`config.mk`:
```
export PLATFORM = sky130hd
export DESIGN_NAME = trimmed_mean_window_filter_core
export DESIGN_NICKNAME = d
export VERILOG_FILES = /design/src/rtl/core/tmwf_pkg.sv /design/src/rtl/core/tmwf_cell.sv /design/src/rtl/core/tmwf_div.sv /design/src/rtl/core/trimmed_mean_window_filter_core.sv
export VERILOG_INCLUDE_DIRS = /design/src /design/src/rtl/core
export SDC_FILE = /design/constraint.sdc
export NUM_CORES = 1
export LEC_CHECK = 0
export BUFFER_PORTS_ARGS = -buffer_cell sky130_fd_sc_hd__buf_2
export CAP_MARGIN = 20
export CORE_MARGIN = 1.5
export CORE_UTILIZATION = 40
export DETAILED_ROUTE_END_ITERATION = 7
export REMOVE_ABC_BUFFERS = 1
export SYNTH_ARGS = -nofsm -noshare
export SYNTH_HDL_FRONTEND = slang
export SYNTH_SLANG_ARGS = --single-unit
export TNS_END_PERCENT = 5
```
`constraint.sdc`:
```
create_clock -name aclk -period 10.28 [get_ports aclk]
set_input_delay 2.056 -clock aclk [delete_from_list [all_inputs] [get_ports aclk]]
set_output_delay 2.056 -clock aclk [all_outputs]
set_load 0.03 [all_outputs]
```
`src/rtl/core/trimmed_mean_window_filter_core_defines.svh`:
```
// Assertion macros for the trimmed-mean window filter core.
// Expects aclk and aresetn in the scope where a macro is used.
`ifndef TRIMMED_MEAN_WINDOW_FILTER_CORE_DEFINES_SVH
`define TRIMMED_MEAN_WINDOW_FILTER_CORE_DEFINES_SVH

// Same-cycle implication, checked outside reset
`define TMWF_ASSERT_NOW(lbl, ante, cons, msg) \
    lbl: assert property (@(posedge aclk) disable iff (!aresetn) (ante) |-> (cons)) \
        else $error(msg);

// Next-cycle implication, checked outside reset
`define TMWF_ASSERT_NEXT(lbl, ante, cons, msg) \
    lbl: assert property (@(posedge aclk) disable iff (!aresetn) (ante) |=> (cons)) \
        else $error(msg);

`endif

```
`src/rtl/core/tmwf_pkg.sv`:
```
// Shared types and constants for the trimmed-mean window filter core.
// No dependencies.
`default_nettype none

package tmwf_pkg;

    localparam int AVG_W           = 28;
    localparam int THR_W           = 28;
    localparam int OPC_W           = 2;
    localparam int FRAC_BITS       = 8;
    localparam int WINDOW_DEF      = 10;
    localparam int SAMPLE_BITS_DEF = 20;

    localparam logic [THR_W-1:0] THR_RESET = THR_W'(65536);

    // Opcodes of an input word
    localparam logic [OPC_W-1:0] OPC_NORMAL = 2'd0;
    localparam logic [OPC_W-1:0] OPC_FILL   = 2'd1;
    localparam logic [OPC_W-1:0] OPC_ZREF   = 2'd2;
    localparam logic [OPC_W-1:0] OPC_SHIFT  = 2'd3;

    // What a window cell does in a cycle
    typedef enum logic [1:0] {
        CELL_HOLD,
        CELL_FILL,
        CELL_STEP
    } cell_op_t;

    // Top-level sequencer
    typedef enum logic [2:0] {
        ST_IDLE,
        ST_ACC,
        ST_TRIM,
        ST_DIV,
        ST_OUT
    } state_t;

endpackage

`default_nettype wire

```
`src/rtl/core/tmwf_cell.sv`:
```
// One window cell: holds a sample, loads the fill value or takes its neighbor's.
// Depends on tmwf_pkg.
`default_nettype none

module tmwf_cell #(
    parameter int WIDTH = tmwf_pkg::SAMPLE_BITS_DEF
) (
    input  wire                  aclk,
    input  wire                  aresetn,
    input  tmwf_pkg::cell_op_t   op,
    input  wire [WIDTH-1:0]      fill_in,
    input  wire [WIDTH-1:0]      nb_in,
    output logic [WIDTH-1:0]     q
);
    import tmwf_pkg::*;

    logic [WIDTH-1:0] val_reg;
    logic [WIDTH-1:0] val_next;

    // load select
    always_comb begin
        unique case (op)
            CELL_FILL: val_next = fill_in;
            CELL_STEP: val_next = nb_in;
            default:   val_next = val_reg;
        endcase
    end

    always_ff @(posedge aclk) begin
        if (!aresetn) begin
            val_reg <= '0;
        end else begin
            val_reg <= val_next;
        end
    end

    assign q = val_reg;

endmodule

`default_nettype wire

```
`src/rtl/core/tmwf_div.sv`:
```
// Divider by the constant WINDOW-2: reciprocal multiplication in three registered steps.
// Depends on tmwf_pkg.
`default_nettype none

module tmwf_div #(
    parameter int WINDOW      = tmwf_pkg::WINDOW_DEF,
    parameter int SAMPLE_BITS = tmwf_pkg::SAMPLE_BITS_DEF
) (
    input  wire                                                        aclk,
    input  wire                                                        aresetn,
    input  wire                                                        start,
    input  wire [SAMPLE_BITS+$clog2(WINDOW)+tmwf_pkg::FRAC_BITS-1:0]   num,
    output logic                                                       busy,
    output logic [SAMPLE_BITS+tmwf_pkg::FRAC_BITS-1:0]                 quotient
);
    import tmwf_pkg::*;

    localparam int SW   = SAMPLE_BITS + $clog2(WINDOW);
    localparam int NW   = SW + FRAC_BITS;
    localparam int DIVR = WINDOW - 2;
    localparam int DB   = $clog2(DIVR);
    localparam int RB   = DB + 1;
    localparam int TW   = RB + FRAC_BITS;
    localparam int K1   = SW + DB;
    localparam int K2   = TW + DB;
    localparam int P1W  = 2 * SW + 1;
    localparam int P2W  = 2 * TW + 1;
    // reciprocals rounded up; exact for every operand of the stated width
    localparam longint unsigned M1 = ((64'd1 << K1) + 64'(DIVR - 1)) / 64'(DIVR);
    localparam longint unsigned M2 = ((64'd1 << K2) + 64'(DIVR - 1)) / 64'(DIVR);

    logic [2:0]             stg_reg, stg_next;
    logic [NW-1:0]          num_reg, num_next;
    logic [SAMPLE_BITS-1:0] quo_hi_reg, quo_hi_next;
    logic [RB-1:0]          rem_reg, rem_next;
    logic [FRAC_BITS-1:0]   quo_lo_reg, quo_lo_next;
    logic [SW-1:0]          num_hi;
    logic [P1W-1:0]         prod1;
    logic [SW-1:0]          back_mul;
    logic [SW-1:0]          rem_full;
    logic [TW-1:0]          low_num;
    logic [P2W-1:0]         prod2;

    // high quotient: integer part of the numerator over the divisor
    assign num_hi   = num_reg[NW-1:FRAC_BITS];
    assign prod1    = P1W'(num_hi) * P1W'(M1);

    // remainder of the integer part, below the divisor
    assign back_mul = SW'(quo_hi_reg) * SW'(DIVR);
    assign rem_full = num_hi - back_mul;

    // low quotient: (remainder * 256 + low byte) / divisor, always below 256
    assign low_num  = {rem_reg, num_reg[FRAC_BITS-1:0]};
    assign prod2    = P2W'(low_num) * P2W'(M2);

    // one step per cycle, stage bits travel with the work
    always_comb begin
        stg_next    = {stg_reg[1:0], 1'b0};
        num_next    = num_reg;
        quo_hi_next = quo_hi_reg;
        rem_next    = rem_reg;
        quo_lo_next = quo_lo_reg;
        if (start) begin
            stg_next = 3'b001;
            num_next = num;
        end
        if (stg_reg[0]) begin
            quo_hi_next = prod1[K1 +: SAMPLE_BITS];
        end
        if (stg_reg[1]) begin
            rem_next = rem_full[RB-1:0];
        end
        if (stg_reg[2]) begin
            quo_lo_next = prod2[K2 +: FRAC_BITS];
        end
    end

    always_ff @(posedge aclk) begin
        if (!aresetn) begin
            stg_reg <= '0;
        end else begin
            stg_reg <= stg_next;
        end
    end

    always_ff @(posedge aclk) begin
        num_reg    <= num_next;
        quo_hi_reg <= quo_hi_next;
        rem_reg    <= rem_next;
        quo_lo_reg <= quo_lo_next;
    end

    assign busy     = |stg_reg;
    assign quotient = {quo_hi_reg, quo_lo_reg};

endmodule

`default_nettype wire

```
`src/rtl/core/trimmed_mean_window_filter_core.sv`:
```
// Trimmed-mean window filter core: window cell chain, sequencer, output register.
// Depends on tmwf_pkg, tmwf_cell, tmwf_div and the core defines header.
//
// Usage:
//   Input words (s_sample, s_opcode) come in on s_valid/s_ready; each gives
//   exactly one result word (m_average, m_held) on m_valid/m_ready.
//   cfg_wr_en/cfg_wr_data write the outlier threshold; write it only while idle.
//   A word is taken only while the sequencer is idle. A rejected outlier
//   goes straight to the output state. Any other word updates the window,
//   then walks it once around the cell chain gathering sum, minimum and
//   maximum, trims the extremes, runs the reciprocal divider, stores the
//   result and loads the output register; only then can the next word be
//   taken. The window walk sets the rate.
//   The output register holds a finished word while the receiver stalls; the
//   core still takes the next word, but that result waits in the output state,
//   with no further word taken, until the register frees.
//   Synchronous active-low reset clears the window, last result and outlier
//   count, and restores the threshold to 256.0.
`default_nettype none
`include "trimmed_mean_window_filter_core_defines.svh"

module trimmed_mean_window_filter_core #(
    parameter int WINDOW      = tmwf_pkg::WINDOW_DEF,
    parameter int SAMPLE_BITS = tmwf_pkg::SAMPLE_BITS_DEF
) (
    input  wire                          aclk,
    input  wire                          aresetn,
    input  wire                          cfg_wr_en,
    input  wire [tmwf_pkg::THR_W-1:0]    cfg_wr_data,
    input  wire                          s_valid,
    output logic                         s_ready,
    input  wire [SAMPLE_BITS-1:0]        s_sample,
    input  wire [tmwf_pkg::OPC_W-1:0]    s_opcode,
    output logic                         m_valid,
    input  wire                          m_ready,
    output logic [tmwf_pkg::AVG_W-1:0]   m_average,
    output logic                         m_held
);
    import tmwf_pkg::*;

    localparam int SB    = SAMPLE_BITS;
    localparam int AW    = $clog2(WINDOW);
    localparam int SW    = SB + $clog2(WINDOW);
    localparam int NW    = SW + FRAC_BITS;
    localparam int QW    = SB + FRAC_BITS;
    localparam int CMP_W = ((QW > AVG_W) ? QW : AVG_W) + 1;
    localparam logic [FRAC_BITS-1:0] HALF_DIV = FRAC_BITS'((WINDOW - 2) / 2);

    state_t             state_reg, state_next;
    logic [1:0]         ocnt_reg, ocnt_next;
    logic [AVG_W-1:0]   last_avg_reg, last_avg_next;
    logic [THR_W-1:0]   thr_reg;
    logic               held_reg, held_next;
    logic [AW-1:0]      acc_cnt_reg, acc_cnt_next;
    logic [SW-1:0]      sum_reg, sum_next;
    logic [SB-1:0]      lo_reg, lo_next;
    logic [SB-1:0]      hi_reg, hi_next;
    logic               m_valid_reg, m_valid_next;
    logic [AVG_W-1:0]   m_avg_reg, m_avg_next;
    logic               m_held_reg, m_held_next;

    cell_op_t           cell_op;
    logic [SB-1:0]      last_nb;
    logic [SB-1:0]      q [WINDOW];
    logic               div_start;
    logic               div_busy;
    logic [QW-1:0]      div_quo;
    logic [NW-1:0]      div_num;
    logic [SW-1:0]      trim_sum;

    logic [CMP_W-1:0]   scaled_x, avg_x, thr_x;
    logic               is_outlier;
    logic               held_now;
    logic               held_acc;

    // window cell chain: cell i takes cell i+1, the tail takes last_nb
    for (genvar i = 0; i < WINDOW; i++) begin : g_cell
        if (i == WINDOW - 1) begin : g_tail
            tmwf_cell #(.WIDTH(SB)) u_cell (
                .aclk    (aclk),
                .aresetn (aresetn),
                .op      (cell_op),
                .fill_in (s_sample),
                .nb_in   (last_nb),
                .q       (q[i])
            );
        end else begin : g_body
            tmwf_cell #(.WIDTH(SB)) u_cell (
                .aclk    (aclk),
                .aresetn (aresetn),
                .op      (cell_op),
                .fill_in (s_sample),
                .nb_in   (q[i+1]),
                .q       (q[i])
            );
        end
    end

    // trimmed sum with rounding half appended below the binary point
    assign trim_sum = sum_reg - SW'(lo_reg) - SW'(hi_reg);
    assign div_num  = {trim_sum, HALF_DIV};

    tmwf_div #(
        .WINDOW      (WINDOW),
        .SAMPLE_BITS (SAMPLE_BITS)
    ) u_div (
        .aclk     (aclk),
        .aresetn  (aresetn),
        .start    (div_start),
        .num      (div_num),
        .busy     (div_busy),
        .quotient (div_quo)
    );

    // outlier band test on exact integers
    assign scaled_x   = CMP_W'({s_sample, {FRAC_BITS{1'b0}}});
    assign avg_x      = CMP_W'(last_avg_reg);
    assign thr_x      = CMP_W'(thr_reg);
    assign is_outlier = (s_opcode == OPC_NORMAL) &&
                        ((scaled_x > avg_x + thr_x) || (scaled_x + thr_x < avg_x));
    assign held_now   = is_outlier && (ocnt_reg != 2'd3);

    assign s_ready  = (state_reg == ST_IDLE);
    assign held_acc = s_valid && s_ready && held_now;

    // sequencer: next state, cell control and datapath updates
    always_comb begin
        state_next    = state_reg;
        ocnt_next     = ocnt_reg;
        last_avg_next = last_avg_reg;
        held_next     = held_reg;
        acc_cnt_next  = acc_cnt_reg;
        sum_next      = sum_reg;
        lo_next       = lo_reg;
        hi_next       = hi_reg;
        m_valid_next  = m_valid_reg;
        m_avg_next    = m_avg_reg;
        m_held_next   = m_held_reg;
        cell_op       = CELL_HOLD;
        last_nb       = s_sample;
        div_start     = 1'b0;

        if (m_valid_reg && m_ready) begin
            m_valid_next = 1'b0;
        end

        unique case (state_reg)
            ST_IDLE: begin
                if (s_valid) begin
                    if (held_now) begin
                        ocnt_next  = ocnt_reg + 2'd1;
                        held_next  = 1'b1;
                        state_next = ST_OUT;
                    end else begin
                        held_next    = 1'b0;
                        acc_cnt_next = '0;
                        state_next   = ST_ACC;
                        if (is_outlier || s_opcode == OPC_FILL) begin
                            cell_op   = CELL_FILL;
                            ocnt_next = 2'd0;
                        end else begin
                            cell_op = CELL_STEP;
                            if (s_opcode != OPC_ZREF) begin
                                ocnt_next = 2'd0;
                            end
                        end
                    end
                end
            end
            ST_ACC: begin
                // rotate once around; the head word feeds sum, min and max
                cell_op      = CELL_STEP;
                last_nb      = q[0];
                acc_cnt_next = acc_cnt_reg + AW'(1);
                if (acc_cnt_reg == '0) begin
                    sum_next = SW'(q[0]);
                    lo_next  = q[0];
                    hi_next  = q[0];
                end else begin
                    sum_next = sum_reg + SW'(q[0]);
                    lo_next  = (q[0] < lo_reg) ? q[0] : lo_reg;
                    hi_next  = (q[0] > hi_reg) ? q[0] : hi_reg;
                end
                if (acc_cnt_reg == AW'(WINDOW - 1)) begin
                    state_next = ST_TRIM;
                end
            end
            ST_TRIM: begin
                div_start  = 1'b1;
                state_next = ST_DIV;
            end
            ST_DIV: begin
                if (!div_busy) begin
                    last_avg_next = AVG_W'(div_quo);
                    state_next    = ST_OUT;
                end
            end
            ST_OUT: begin
                if (!m_valid_reg || m_ready) begin
                    m_valid_next = 1'b1;
                    m_avg_next   = last_avg_reg;
                    m_held_next  = held_reg;
                    state_next   = ST_IDLE;
                end
            end
            default: begin
                state_next = ST_IDLE;
            end
        endcase
    end

    // control and filter state
    always_ff @(posedge aclk) begin
        if (!aresetn) begin
            state_reg    <= ST_IDLE;
            ocnt_reg     <= 2'd0;
            last_avg_reg <= '0;
            thr_reg      <= THR_RESET;
            acc_cnt_reg  <= '0;
            m_valid_reg  <= 1'b0;
        end else begin
            state_reg    <= state_next;
            ocnt_reg     <= ocnt_next;
            last_avg_reg <= last_avg_next;
            acc_cnt_reg  <= acc_cnt_next;
            m_valid_reg  <= m_valid_next;
            if (cfg_wr_en) begin
                thr_reg <= cfg_wr_data;
            end
        end
    end

    // payload
    always_ff @(posedge aclk) begin
        held_reg   <= held_next;
        sum_reg    <= sum_next;
        lo_reg     <= lo_next;
        hi_reg     <= hi_next;
        m_avg_reg  <= m_avg_next;
        m_held_reg <= m_held_next;
    end

    assign m_valid   = m_valid_reg;
    assign m_average = m_avg_reg;
    assign m_held    = m_held_reg;

    `TMWF_ASSERT_NEXT(a_held_keeps_avg, held_acc, $stable(last_avg_reg), "held word moved result")
    `TMWF_ASSERT_NEXT(a_held_counts, held_acc, ocnt_reg != 2'd0, "outlier count not advanced")
    `TMWF_ASSERT_NOW(a_div_idle, state_reg == ST_IDLE, !div_busy, "divider busy while idle")
    `TMWF_ASSERT_NEXT(a_trim_starts_div, state_reg == ST_TRIM, div_busy, "divider not started")

endmodule

`default_nettype wire
```
# == Yosys cells after proc, flatten, opt, wreduce, memory -nomap -nowiden ==
# Cells that the tools add are included.
# totals
latch_bits,0
mem_bits_ro,0
ff_bits,402
word_cells,121
mem_bits_rw,0
mem_count,0
# classes
shift,0
n_mux,38
eq_ne,15
n_mul,0
magnitude_cmp,4
reduce_logical,25
div,0
bitwise_logic,2
add_sub_neg,8
# op_table
operator,count
20-bit one-hot mux with 2 select lines,10
20-bit 2-to-1 mux,6
28-bit by 28-bit adder with 29-bit output,2
23-bit by 20-bit subtractor with 23-bit output,2
28-bit by 29-bit > comparator with 1-bit output,1
29-bit by 28-bit less-than comparator with 1-bit output,1
24-bit by 20-bit adder with 24-bit output,1
20-bit > comparator,1
20-bit less-than comparator,1
3-bit 2-to-1 mux,5
3-bit one-hot mux with 5 select lines,1
"2-bit inequality test, second input constant",7
2-bit 2-to-1 mux,6
2-bit AND reduction,5
4-bit 2-to-1 mux,2
4-bit one-hot mux with 2 select lines,1
2-bit nonzero test,4
"3-bit by 2-bit equality test with 1-bit output, second input constant",2
1-bit 2-to-1 mux,6
3-bit AND reduction,2
"4-bit by 1-bit adder with 4-bit output, second input constant",1
"2-bit by 1-bit equality test with 1-bit output, second input constant",2
"4-bit equality test, second input constant",1
4-bit logical NOT,1
other kinds (16),21

# == Logic depth before layout (Yosys ltp) ==
# logic_depth
ltp_word,11
depth_mapped,26
ltp_nobuf,24

# == By module ==
# From an unflattened synthesis, not the netlist that was laid out.
# unflattened
hier_cells,2418
area_unflattened_um2,26081.3
# by_module_without_submodules
module,area_each_um2,instances,cells_per_inst
trimmed_mean_window_filter_core,13221.4,1,1452
tmwf_cell,1099.8,10,90
tmwf_div,1861.8,1,66

# == Worst setup path before layout ==
# Ideal clock, no wire load.
# synth_timing
path_type,in2reg
start,in s_sample[0]
end,reg g_cell[5].g_body.u_cell.val_reg[0]
path_stages,25
t_arrival_ns,7.426
n_path_buf,4
setup_slack_ns,2.784
path_cell_list,ha_1 -> fa_1 -> a211oi_1 -> o21ai_1 -> a41o_1 -> a211oi_1 -> o211ai_1 -> a21o_1 -> a21oi_1 -> xnor2_1 -> ha_1 -> nand4_1 -> or4_1 -> nor4_1 -> a211o_1 -> o22ai_2 -> o21ai_1 -> o211a_1 -> ha_1 -> clkbuf_1 -> clkbuf_1 -> clkbuf_1 -> buf_1 -> a21oi_1 -> a21oi_1
# synth_via
elab_chain_len,11
elab_cells_between_ends,15
cone_classes,add/sub: 1; order compare: 2; eq/ne: 2; mux: 5; reduce/logical: 5
# synth_rtl
item,line,text
start: declaration,trimmed_mean_window_filter_core.sv:32,"input wire [SAMPLE_BITS-1:0] s_sample,"
28-bit by 28-bit adder with 29-bit output,trimmed_mean_window_filter_core.sv:120,((scaled_x > avg_x + thr_x) || (scaled_x + thr_x < avg_x));
29-bit by 28-bit less-than comparator with 1-bit output,trimmed_mean_window_filter_core.sv:120,
1-bit logical OR,trimmed_mean_window_filter_core.sv:120,
1-bit logical AND,trimmed_mean_window_filter_core.sv:119,assign is_outlier = (s_opcode == OPC_NORMAL) &&
1-bit logical OR,trimmed_mean_window_filter_core.sv:158,if (is_outlier || s_opcode == OPC_FILL) begin
2-bit 2-to-1 mux,trimmed_mean_window_filter_core.sv:158,
2-bit 2-to-1 mux,trimmed_mean_window_filter_core.sv:150,if (held_now) begin
2-bit 2-to-1 mux,trimmed_mean_window_filter_core.sv:149,if (s_valid) begin
2-bit one-hot mux with 2 select lines,trimmed_mean_window_filter_core.sv:147,unique case (state_reg)
2-bit equality test / 2-bit by 1-bit equality test with 1-bit output (equally long branches),tmwf_cell.sv:22,unique case (op)
20-bit one-hot mux with 2 select lines / 2-bit nonzero test (equally long branches),n/a,
end signal: assignment,tmwf_cell.sv:33,val_reg <= val_next;
end: declaration,tmwf_cell.sv:17,logic [WIDTH-1:0] val_reg;
# Several ways; a longest one is shown, not always the timed one.
# A chain may end at the register's enable or synchronous reset.

# == Worst setup path in the final report ==
# layout_timing
start,in s_sample[0]
end,reg g_cell[6].g_body.u_cell.val_reg[13]
# layout_via
elab_chain_len,11
elab_cells_between_ends,15
cone_classes,add/sub: 1; order compare: 2; eq/ne: 2; mux: 5; reduce/logical: 5
# layout_rtl
item,line
28-bit by 28-bit adder with 29-bit output,trimmed_mean_window_filter_core.sv:120
29-bit by 28-bit less-than comparator with 1-bit output,trimmed_mean_window_filter_core.sv:120
1-bit logical OR *,trimmed_mean_window_filter_core.sv:120
1-bit logical AND *,trimmed_mean_window_filter_core.sv:119
1-bit logical OR,trimmed_mean_window_filter_core.sv:158
2-bit 2-to-1 mux,trimmed_mean_window_filter_core.sv:158
2-bit 2-to-1 mux *,trimmed_mean_window_filter_core.sv:150
2-bit 2-to-1 mux *,trimmed_mean_window_filter_core.sv:149
2-bit one-hot mux with 2 select lines *,trimmed_mean_window_filter_core.sv:147
2-bit equality test / 2-bit by 1-bit equality test with 1-bit output (equally long branches),tmwf_cell.sv:22
20-bit one-hot mux with 2 select lines / 2-bit nonzero test (equally long branches),n/a
end signal: assignment,tmwf_cell.sv:33
end: declaration,tmwf_cell.sv:17
# Every way passes the cells marked *; elsewhere a longest branch is shown, timed or not.

==> impl_results.md <==
* Run status: finished clean
* Area of the placeable core at 51500 µm²
* DP Wirelength at 35700 µm
* Data required time at the worst endpoint at 10710 ps
* Netlist cell types at 67
* Worst-case headroom to the max-slew limit at 31.7%
* Largest register FFs at 180
* Number of iterations in the first detailed-routing pass at 5
* Kind of launch point of the worst setup path: input port
* Post-Syn Area at 20900 µm²
* Post-placement cell area at 21800 µm²
* # DRC at 0
* Synth warn at 0
* Commonest non-fill, non-tap cell in the layout: sky130_fd_sc_hd__a21oi_1
* # placed instances at 2854
* Pwr dens at 224 nW/µm²
* EDFF count, synth at 137
* Initial drt markers at 1201
* R2r setup slk at 3390 ps
* Leakage power figure at 0.00943 µW
* Site row count at 83
* Final Instance Count excl. Fillers at 2937
* Vias post-DR at 16000
* CTS Buffer Depth at 3
* Number of global-route vias before repair at 15100
* Worst-path maximum fanout at 106
* Slew at the pin with the worst max-slew slack at 1020 ps
* Number of hold buffers added after cts at 0
* Pre-CTS setup slack at 1970 ps
* Number of endpoints failing setup at the final stage at 0
* Total gr overflow at 0
* Post-route core utilization at 45.3%
* Post-route minimum period at 7800 ps
* Number of nets still failing antenna checks after routing at 0
* Antenna diodes at 0
* Critical Path Start: s_sample[0]
* Setup fix buffers added after clock tree synthesis at 0
* Starting Density at 40.6%
* Top achievable clock speed at 128 MHz
* Critical path capture point type: flip-flop
* Combined area of the multi-input logic cells at 10600 µm²
* Area Growth Syn to Fin at 11.6%
* Peak VDD IR at 0.000129 V
* Mapped Avg Cell Area at 9.44 µm²
* Main flop type after synthesis: sky130_fd_sc_hd__dfxtp_1
* Count of max-cap constraint violations at 0
* Reg area at 9400 µm²
* Detailed-route wire length per cell at 17.4 µm
* CTS tree: done
* Largest cells by area after synthesis: sky130_fd_sc_hd__dfxtp_1, sky130_fd_sc_hd__edfxtp_1, sky130_fd_sc_hd__a21oi_1
* Vertical die dimension at 232 µm
* Post-layout nets at 2473
* H-tree Lvls at 2
* Highest-count cells in the layout ignoring fill and taps: sky130_fd_sc_hd__a21oi_1, sky130_fd_sc_hd__dfxtp_1, sky130_fd_sc_hd__o21ai_0
* Final cell area excluding filler cells at 23300 µm²
* Cts repair resizes at 0
* Reg-to-reg critical path endpoint: g_cell[7].g_body.u_cell.q[10]$_SDFFE_PN0P_
* Pin count of the biggest net entering global routing at 169
* IO Port Bufs at 80
* Count of mapped cells out of synthesis at 2213
* Fraction of post-synthesis cell area in the top cell type by area at 25.3%
* Via-to-Cell Ratio at 5.44
* Boundary Pins at 86
* Number of max-slew violations in the final report at 0
* Global routing usage summed across all routing layers at 18.9%
* Dominant cell type by area after synthesis: sky130_fd_sc_hd__dfxtp_1
* Type of the setup path with the least slack: in2reg
* Count of fill cells added during filler insertion at 4894
* Clock buffer count from CTS at 45
* RSZ-0062 raised after global routing: no
* Endpoints failing hold at 0
* Number of antenna violations at the first check in global routing at 1
* Last element of the critical path: g_cell[6].g_body.u_cell.q[13]$_SDFFE_PN0P_
* Clock root buffer: sky130_fd_sc_hd__clkbuf_16
* PnR worst setup slack at 2480 ps
* Width of the die at 232 µm
* Clock latency of the later-clocked register in the worst-skew pair at 590 ps
* First-pass GRT wire length at 80600 µm
* Die area at 53600 µm²
* Type of the tightest min-delay check: reg2reg
* Worst endpoint data arrival time at 8230 ps
* Share of final-layout standard cells stronger than drive strength 1 at 8.11%
* Setup skew after layout at 10.9 ps
* Synth Register Bits at 401
* Sum of routed wire length over all layers at 51100 µm
* Total number of clock tree sinks at 401
* Worst reg-to-reg path cell count at 23
* Post-route fraction of the period consumed by the critical path at 75.9%
* Asr flop ratio synth at 0%
* Routability-driven placement congestion ratio at 0.876
* Worst-path clk slew at 60 ps
* Sequential fraction of the synthesis area at 45.0%
* Start of the worst register-to-register path: last_avg_reg[5]$_SDFFE_PN0P_
==> per-stage QoR <==
step / total power, µW / setup TNS, ps / hold WS, ps
global placement: 3570 / 0 / 402
global route: 5550 / 0 / 416
CTS: 5260 / 0 / 414
finish: 5220 / 0 / 413
detailed placement: 3620 / 0 / 405
floorplan: 3190 / -338080 / 400
==> Yosys cell counts, types with 26 or more instances <==
| cell type | count |
|---|---|
| sky130_fd_sc_hd__xnor2_1 | 42 |
| sky130_fd_sc_hd__a21oi_1 | 459 |
| sky130_fd_sc_hd__xor2_1 | 34 |
| sky130_fd_sc_hd__nor2_1 | 50 |
| sky130_fd_sc_hd__ha_1 | 173 |
| sky130_fd_sc_hd__nor2b_1 | 61 |
| sky130_fd_sc_hd__mux2i_1 | 49 |
| sky130_fd_sc_hd__nand2_1 | 130 |
| sky130_fd_sc_hd__edfxtp_1 | 137 |
| sky130_fd_sc_hd__a21o_1 | 41 |
| sky130_fd_sc_hd__a21boi_0 | 26 |
| sky130_fd_sc_hd__dfxtp_1 | 264 |
| sky130_fd_sc_hd__clkbuf_1 | 125 |
| sky130_fd_sc_hd__o21ai_0 | 232 |
| sky130_fd_sc_hd__inv_1 | 101 |
==> layer usage <==
metal  track usage (%)  routed length, µm  vias to the layer above
li1                  -                  -                     8032
met1              25.0              23700                     7509
met2              31.0              23200                      354
met3              2.99               2500                       85
met4              7.06               1630                        0
met5                 0                  0                        -
==> power by group <==
| group | leakage, µW | total (µW) | internal, µW | switching [µW] |
|---|---|---|---|---|
| combinational | 0.00525 | 1540 | 601 | 934 |
| clock | 0.000729 | 1630 | 947 | 678 |
| sequential | 0.00346 | 2060 | 1920 | 140 |
| total | 0.00943 | 5220 | 3470 | 1750 |
==> critical path: stages <==
cell and delay [ps]:
sky130_fd_sc_hd__buf_2 140, sky130_fd_sc_hd__ha_1 250, sky130_fd_sc_hd__fa_1 440, sky130_fd_sc_hd__a211oi_1 350
sky130_fd_sc_hd__o21ai_1 170, sky130_fd_sc_hd__a41o_1 300, sky130_fd_sc_hd__a211oi_1 300, sky130_fd_sc_hd__o211ai_1 190
sky130_fd_sc_hd__a21o_1 200, sky130_fd_sc_hd__a21oi_1 170, sky130_fd_sc_hd__xnor2_1 90, sky130_fd_sc_hd__ha_1 300
sky130_fd_sc_hd__nand4_1 90, sky130_fd_sc_hd__or4_1 550, sky130_fd_sc_hd__nor4_1 330, sky130_fd_sc_hd__a211o_1 210
sky130_fd_sc_hd__o22ai_2 110, sky130_fd_sc_hd__o21ai_1 170, sky130_fd_sc_hd__o211a_1 200, sky130_fd_sc_hd__ha_4 500
sky130_fd_sc_hd__buf_12 420, sky130_fd_sc_hd__nor2b_1 260, sky130_fd_sc_hd__a21oi_1 230, sky130_fd_sc_hd__a21oi_1 100
==> final cells by class <==
type	instances	area share, %
sequential	401	40.3
timing repair buffer	97	2.43
tap	680	3.65
clock buffer	59	5.40
multi-input combinational	1576	45.5
inverter	101	1.66
clock inverter	23	1.02
==> how the worst min path moves through the flow <==
stage	slack [ps]	cells past startpoint	from	end
2_1_floorplan	400	0	held_reg$_DFFE_PP_	m_held$_DFFE_PP_
3_3_place_gp	400	0	u_div.num_reg[14]$_DFFE_PP_	u_div.quo_hi_reg[3]$_DFFE_PP_
3_5_place_dp	400	0	u_div.num_reg[25]$_DFFE_PP_	u_div.quo_hi_reg[14]$_DFFE_PP_
4_1_cts	410	0	u_div.num_reg[26]$_DFFE_PP_	u_div.quo_hi_reg[15]$_DFFE_PP_
5_1_grt	420	0	u_div.num_reg[25]$_DFFE_PP_	u_div.quo_hi_reg[14]$_DFFE_PP_
6_report	410	0	u_div.num_reg[24]$_DFFE_PP_	u_div.quo_hi_reg[13]$_DFFE_PP_
==> cells by family after synthesis <==
| kind of cell | after synthesis | synth area share, % |
|---|---|---|
| compound gates | 890 | 24.0 |
| flops | 401 | 45.0 |
| simple gates | 360 | 8.55 |
| buf+inv | 240 | 4.40 |
| fa+ha+maj | 196 | 12.6 |
| xor+xnor | 76 | 3.18 |
| mux | 49 | 2.35 |
| other cells | 1 | 0.0179 |
Note: power is estimated with default switching activity, not from simulation.
